### config.mk
export PLATFORM = sky130hd
export DESIGN_NAME = scar_mulq
export DESIGN_NICKNAME = d
export VERILOG_FILES = /design/src/scar_pkg.sv /design/src/scar_mulq.sv
export SDC_FILE = /design/constraint.sdc
export NUM_CORES = 1
export LEC_CHECK = 0
export BUFFER_PORTS_ARGS = -buffer_cell sky130_fd_sc_hd__buf_4
export CELL_PAD_IN_SITES_DETAIL_PLACEMENT = 0
export CELL_PAD_IN_SITES_GLOBAL_PLACEMENT = 1
export CORE_ASPECT_RATIO = 0.5
export CORE_MARGIN = 10
export CORE_UTILIZATION = 40
export CTS_BUF_LIST = sky130_fd_sc_hd__clkbuf_16
export CTS_CLUSTER_DIAMETER = 80
export DETAILED_ROUTE_END_ITERATION = 12
export HOLD_SLACK_MARGIN = 0.12
export PLACE_DENSITY = 0.67
export SLEW_MARGIN = 10
export SYNTH_ARGS = -nofsm -noshare
export SYNTH_HDL_FRONTEND = slang
export SYNTH_SLANG_ARGS = --single-unit
export TNS_END_PERCENT = 20
### constraint.sdc
create_clock -name clk -period 15.03 [get_ports clk]
set_input_delay 0.7515 -clock clk [delete_from_list [all_inputs] [get_ports clk]]
set_output_delay 0.7515 -clock clk [all_outputs]
set_load 0.005 [all_outputs]
### src/scar_pkg.sv
// Shared constants, types and arithmetic helpers of the stereo comb/allpass reverb.
// Used by the interfaces, the rounding multiplier and the top level; depends on nothing.
package scar_pkg;

	localparam int COMB_MAX_LEN_DEF    = 2048;
	localparam int ALLPASS_MAX_LEN_DEF = 1024;

	localparam int SAMPLE_W   = 24;
	localparam int WORD_W     = 32;
	localparam int COEF_W     = 16;
	localparam int DIFF_W     = WORD_W + 1;
	localparam int PROD_W     = WORD_W + 2;
	localparam int ACC_W      = WORD_W + 3;
	localparam int CFG_IDX_W  = 3;
	localparam int CFG_DATA_W = 64;

	localparam int NUM_COMBS    = 4;
	localparam int NUM_ALLPASS  = 2;
	localparam int COMB_LINES   = 2 * NUM_COMBS;
	localparam int AP_LINES     = 2 * NUM_ALLPASS;

	typedef enum logic [CFG_IDX_W-1:0] {
		REG_COMB_GAINS    = 3'd0,
		REG_ALLPASS_GAINS = 3'd1,
		REG_DAMPING       = 3'd2,
		REG_INPUT_GAIN    = 3'd3,
		REG_LOWCUT        = 3'd4
	} reg_idx_t;

	typedef logic signed [WORD_W-1:0]   word_t;
	typedef logic signed [SAMPLE_W-1:0] sample_t;
	typedef logic signed [ACC_W-1:0]    acc_t;

	// comb lengths: left lines 0..3, right lines 4..7
	function automatic int comb_len(input int max_len, input int line);
		int k;
		case (line)
			0:       k = 53;
			1:       k = 57;
			2:       k = 60;
			3:       k = 64;
			4:       k = 52;
			5:       k = 56;
			6:       k = 59;
			default: k = 63;
		endcase
		return (max_len * k) / 64;
	endfunction

	// allpass lengths: left lines 0..1, right lines 2..3
	function automatic int ap_len(input int max_len, input int line);
		int k;
		case (line)
			0:       k = 64;
			1:       k = 51;
			2:       k = 62;
			default: k = 49;
		endcase
		return (max_len * k) / 64;
	endfunction

	function automatic word_t sat32(input acc_t v);
		word_t r;
		if (v[ACC_W-1:WORD_W-1] == '0 || v[ACC_W-1:WORD_W-1] == '1) begin
			r = v[WORD_W-1:0];
		end else if (v[ACC_W-1]) begin
			r = {1'b1, {(WORD_W-1){1'b0}}};
		end else begin
			r = {1'b0, {(WORD_W-1){1'b1}}};
		end
		return r;
	endfunction

	function automatic sample_t sat24(input acc_t v);
		sample_t r;
		if (v[ACC_W-1:SAMPLE_W-1] == '0 || v[ACC_W-1:SAMPLE_W-1] == '1) begin
			r = v[SAMPLE_W-1:0];
		end else if (v[ACC_W-1]) begin
			r = {1'b1, {(SAMPLE_W-1){1'b0}}};
		end else begin
			r = {1'b0, {(SAMPLE_W-1){1'b1}}};
		end
		return r;
	endfunction

endpackage

### src/scar_mulq.sv
// Registered Q0.16 multiply with round half up and floor shift.
// Depends on scar_pkg.
module scar_mulq (
	input  logic                                  clk,
	input  logic signed [scar_pkg::DIFF_W-1:0]    a,
	input  logic        [scar_pkg::COEF_W-1:0]    g,
	output logic signed [scar_pkg::PROD_W-1:0]    p_q
);
	localparam int FULL_W = scar_pkg::DIFF_W + scar_pkg::COEF_W + 1;

	logic signed [FULL_W-1:0] full;

	assign full = FULL_W'(a) * FULL_W'($signed({1'b0, g}))
		+ FULL_W'(32'sd32768);

	always_ff @(posedge clk) begin
		p_q <= full[scar_pkg::PROD_W+scar_pkg::COEF_W-1:scar_pkg::COEF_W];
	end
endmodule
# ---- Word level (Yosys, flattened, before mapping)
# Index checks and enable logic that the tools add are counted.
dict set report totals {
  out_inout_bits 34
  input_bits 50
  regBits 34
}
dict set report op_classes {
  addsub 1
  mul 1
}
# cell n
set op_table {}
lappend op_table {{$add A50 B17 Y50 const B} 1}
lappend op_table {{$mul A33 B17 Y50} 1}

# ---- Longest topological paths before layout
dict set report depth {
  word_depth 2
  mapped_depth 24
  mapped_depth_nobuf 23
}

# ---- Least setup slack after synthesis
# Ideal clock, no wire load.
dict set report synth_timing {
  kind {in2reg}
  from {input port g[2] (netlist bit)}
  to {register p_q[30] (netlist bit)}
  required_ps 14911
  path_stages 21
  path_buffers 1
  setup_time_ps 119
  t_arrival_ps 6242
  path_slack_ps 8669
  cell_sequence {clkbuf_1 > nand2_1 > fa_1 > fa_1 > inv_1 > fa_1 > inv_1 > fa_1 > fa_1 > fa_1 > inv_1 > ha_1 > a211o_1 > a21oi_2 > a21o_1 > a41oi_2 > o21a_4 > o21ai_4 > a21oi_1 > or3_1 > xor2_1}
}
dict set report synth_via {
  elab_chain_cells 2
}
# element line_no
set synth_rtl {}
lappend synth_rtl {{start: declaration} scar_mulq.sv:6} ;# input logic [scar_pkg::COEF_W-1:0] g,
lappend synth_rtl {{$mul A33 B17 Y50} scar_mulq.sv:13} ;# assign full = FULL_W'(a) * FULL_W'($signed({1'b0, g}))
lappend synth_rtl {{$add A50 B17 Y50} scar_mulq.sv:14} ;# + FULL_W'(32'sd32768);
lappend synth_rtl {{named net full[46]} scar_mulq.sv:11} ;# logic signed [FULL_W-1:0] full;
lappend synth_rtl {{end signal: assignment} scar_mulq.sv:17} ;# p_q <= full[scar_pkg::PROD_W+scar_pkg::COEF_W-1:scar_pkg::COEF_W];
lappend synth_rtl {{end: declaration} scar_mulq.sv:7} ;# output logic signed [scar_pkg::PROD_W-1:0] p_q
# The timed path passes the listed nets, and every way through them passes these cells.

# ---- Final worst setup path
dict set report layout_timing {
  from {input port g[8] (netlist bit)}
  to {register p_q[33] (netlist bit)}
}
# Same word-level chain as after synthesis.

==> reports/metrics.csv <==
stage,metric,value,unit
run_status,status,"finished, final reports clean",
global_route,antenna_found_initial,1,
floorplan,die_area,57600,um^2
floorplan,die_h,175,um
yosys,synth.area.top_cells,"fa_1, inv_1, ha_1, and2_1, nand2_1",
timing,fin_ws,8.10,ns
clock_tree,post_cts_resized,0,
yosys,syn-cell-area,19200,um^2
timing,rsz0062_at_grt,no,
timing,period_share,46.1,%
global_route,grt_pass1_wl,84.4,mm
global_route,grt_pass1_vias,14900,
yosys,syn_nets,2787,
placed_design,post-place-ws,7.75,ns
floorplan,rows,56,
yosys,synth_top_cell_by_area,fa_1,
clock_tree,root_buffer,clkbuf_16,
final_layout,drive_above_1_share,4.91,%
placed_design,place.gp.congestion,0.824,
floorplan,core,47100,um^2
yosys,ys_async_sr_fraction,0,%
timing,drv_slew,0,
final_layout,top_register,p_q,
yosys,synth_xor_area_share,1.68,%
timing,max_slew_margin,28.4,%
placed_design,placedCellCount,2726,
hold_path,hold_class,reg2out,
placed_design,hpwl,39.8,mm
yosys,synth_adder_area_share,61.9,%
final_layout,regArea,681,um^2
yosys,synth_ff_type,dfxtp_1,
global_route,grt_overflow,0,
detailed_routing,vias_per_cell,4.80,
setup_path,critical_path_class,in2reg,
hold_path,holdPathStages,1,
timing,setup_viol,0,
detailed_routing,drc_errors,0,
final_layout,multi_input_area,16100,um^2
yosys,yosys.area.top_type_share,52.4,%
clock_tree,cts.sinks,34,
global_route,grtUsageTotal,18.6,%
placed_design,io_buffers,83,
setup_path,end_kind,flop,
final_layout,largest_register_ffs,34,
detailed_routing,finalWirelength,49.9,mm
timing,finalHoldViolCount,0,
timing,fmax,144,MHz
yosys,yosysWarnings,0,
clock_tree,cts_tree,yes,
yosys,seq_area_frac_synth,3.55,%
setup_path,crit_fanout,33,
clock_tree,cts_buffers,5,
detailed_routing,dr.first_iter.drc_count,680,
yosys,syn_inst,2090,
clock_tree,h-tree-depth,2,
yosys,synth-seq-cells,34,
setup_path,start_kind,input port,
timing,worstMarginPinSlew,1.06,ns
yosys,yosys.area_share.simple,16.0,%
final_layout,reg_top3,p_q: 34 flops,
floorplan,start_util,40.7,%
global_route,grt_start_max_net_pins,34,
clock_tree,max-clock-path-buffers,2,
timing,setup_tns,0,ns
clock_tree,clk_pin_slew,0.06,ns
yosys,avgSynthCellArea,9.18,um^2
final_layout,fin_util,43.5,%
yosys,ys_types,53,
yosys,muxShareOfSynthArea,0.104,%
floorplan,ios,84,
timing,period_needed,6.93,ns
yosys,synth-edff-count,0,
setup_path,required,15.22,ns
detailed_routing,dr_total_vias,13100,
setup_path,arrival,7.12,ns
final_layout,stdcell_count,2735,
final_layout,nFillCells,4781,
clock_tree,cts_hold_buf,0,
final_layout,nNetsFinal,2792,
detailed_routing,wl_per_cell,18.3,um
hold_path,holdPathEnd,p_q[15],
detailed_routing,drt-pass1-iter-count,5,
yosys,synth_top_family_by_area,adder cells,
clock_tree,cts_setup_buffers,0,
floorplan,die_w,330,um
run,maxCapViolCount,0,
detailed_routing,postRouteAntennaNets,0,
hold_path,min_from,p_q[15]$_DFF_P_,
final_layout,syn2layout_area_growth,6.73,%
yosys,synth-compound-area-share,4.12,%
layout make-up:
type,count,share of cell area (%)
antenna,1,0.0122
tap,638,3.90
multi-input combinational,1410,78.5
clock inverter,3,0.312
clock buffer,5,0.611
timing repair buffer,83,3.04
inverter,561,10.3
sequential,34,3.32
stage by stage:
step                      cell area (um^2)  hold WS [ns]
after floorplan                      19200          1.04
after global placement               20300          1.14
after detailed placement             20300          1.14
after CTS                            20500          1.48
after global routing                 20500          1.50
final                                20500          1.46
layout by cell type (no fill, tap or decap), types with 6 or more instances in the layout:
cell / synthesis / layout
a211oi_1: 11 / 11
nand3_1: 8 / 8
a21oi_1: 32 / 32
xor2_1: 10 / 10
xnor2_1: 25 / 25
inv_1: 561 / 561
nand2b_1: 6 / 6
nand4_1: 8 / 8
and2_1: 267 / 267
fa_1: 502 / 502
dfxtp_1: 34 / 34
ha_1: 145 / 145
a21o_1: 12 / 12
nor2_1: 22 / 22
nand2_1: 285 / 285
o21ai_0: 9 / 9
buf_4: 0 / 83
cells in the mapped netlist, types with 3 or more instances:
cell type and instances:
a211oi_1 11, xor2_1 10, nor3_1 5, nor2_1 22
nand3_1 8, o22ai_1 3, fa_1 502, o21ai_0 9
clkbuf_1 83, o21bai_1 4, nor2b_1 3, nand2b_1 6
a21o_1 12, inv_1 561, xnor2_1 25, dfxtp_1 34
a21oi_1 32, o211ai_1 5, and2_1 267, o21a_1 5
and3_1 5, ha_1 145, nand4_1 8, o31ai_1 3
nand2_1 285
how the worst max path moves through the flow:
stage	from	endpoint	slack, ns	cells after the start
4_1_cts	g[3]	p_q[22]$_DFF_P_	8.08	20
5_1_grt	g[11]	p_q[22]$_DFF_P_	7.78	20
3_3_place_gp	g[8]	p_q[22]$_DFF_P_	7.84	20
2_1_floorplan	g[2]	p_q[30]$_DFF_P_	8.67	21
6_report	g[8]	p_q[33]$_DFF_P_	8.10	20
3_5_place_dp	g[3]	p_q[22]$_DFF_P_	7.75	20
per-layer routing:
layer	wire, um	track usage [%]	share of wire, %
met1	23900	26.6	48
met2	22900	29.9	46
met3	2700	3.45	5.4
met4	431	2.10	0.86
met5	0	0	0
cells by family after synthesis:
logic type      after synthesis
fa+ha+maj                   647
buf+inv                     646
simple gates                616
compound gates              109
xor+xnor                     36
flops                        34
mux                           2
critical path, cell delays in order:
cell       delay [ns]
buf_4            0.40
nand2_1          0.15
fa_1             0.55
inv_1            0.05
fa_1             0.49
fa_1             0.57
fa_1             0.43
fa_1             0.49
inv_1            0.05
fa_1             0.49
inv_1            0.05
ha_1             0.40
nand2_1          0.07
o21ai_0          0.82
or2_2            0.27
o21a_4           0.17
o21ai_4          0.10
a2111oi_4        0.45
or2_4            0.22
o211ai_1         0.10
Power is left out: the tool's default activity adds up to more than one toggle a clock period on the data nets, which glitch-free logic cannot reach.
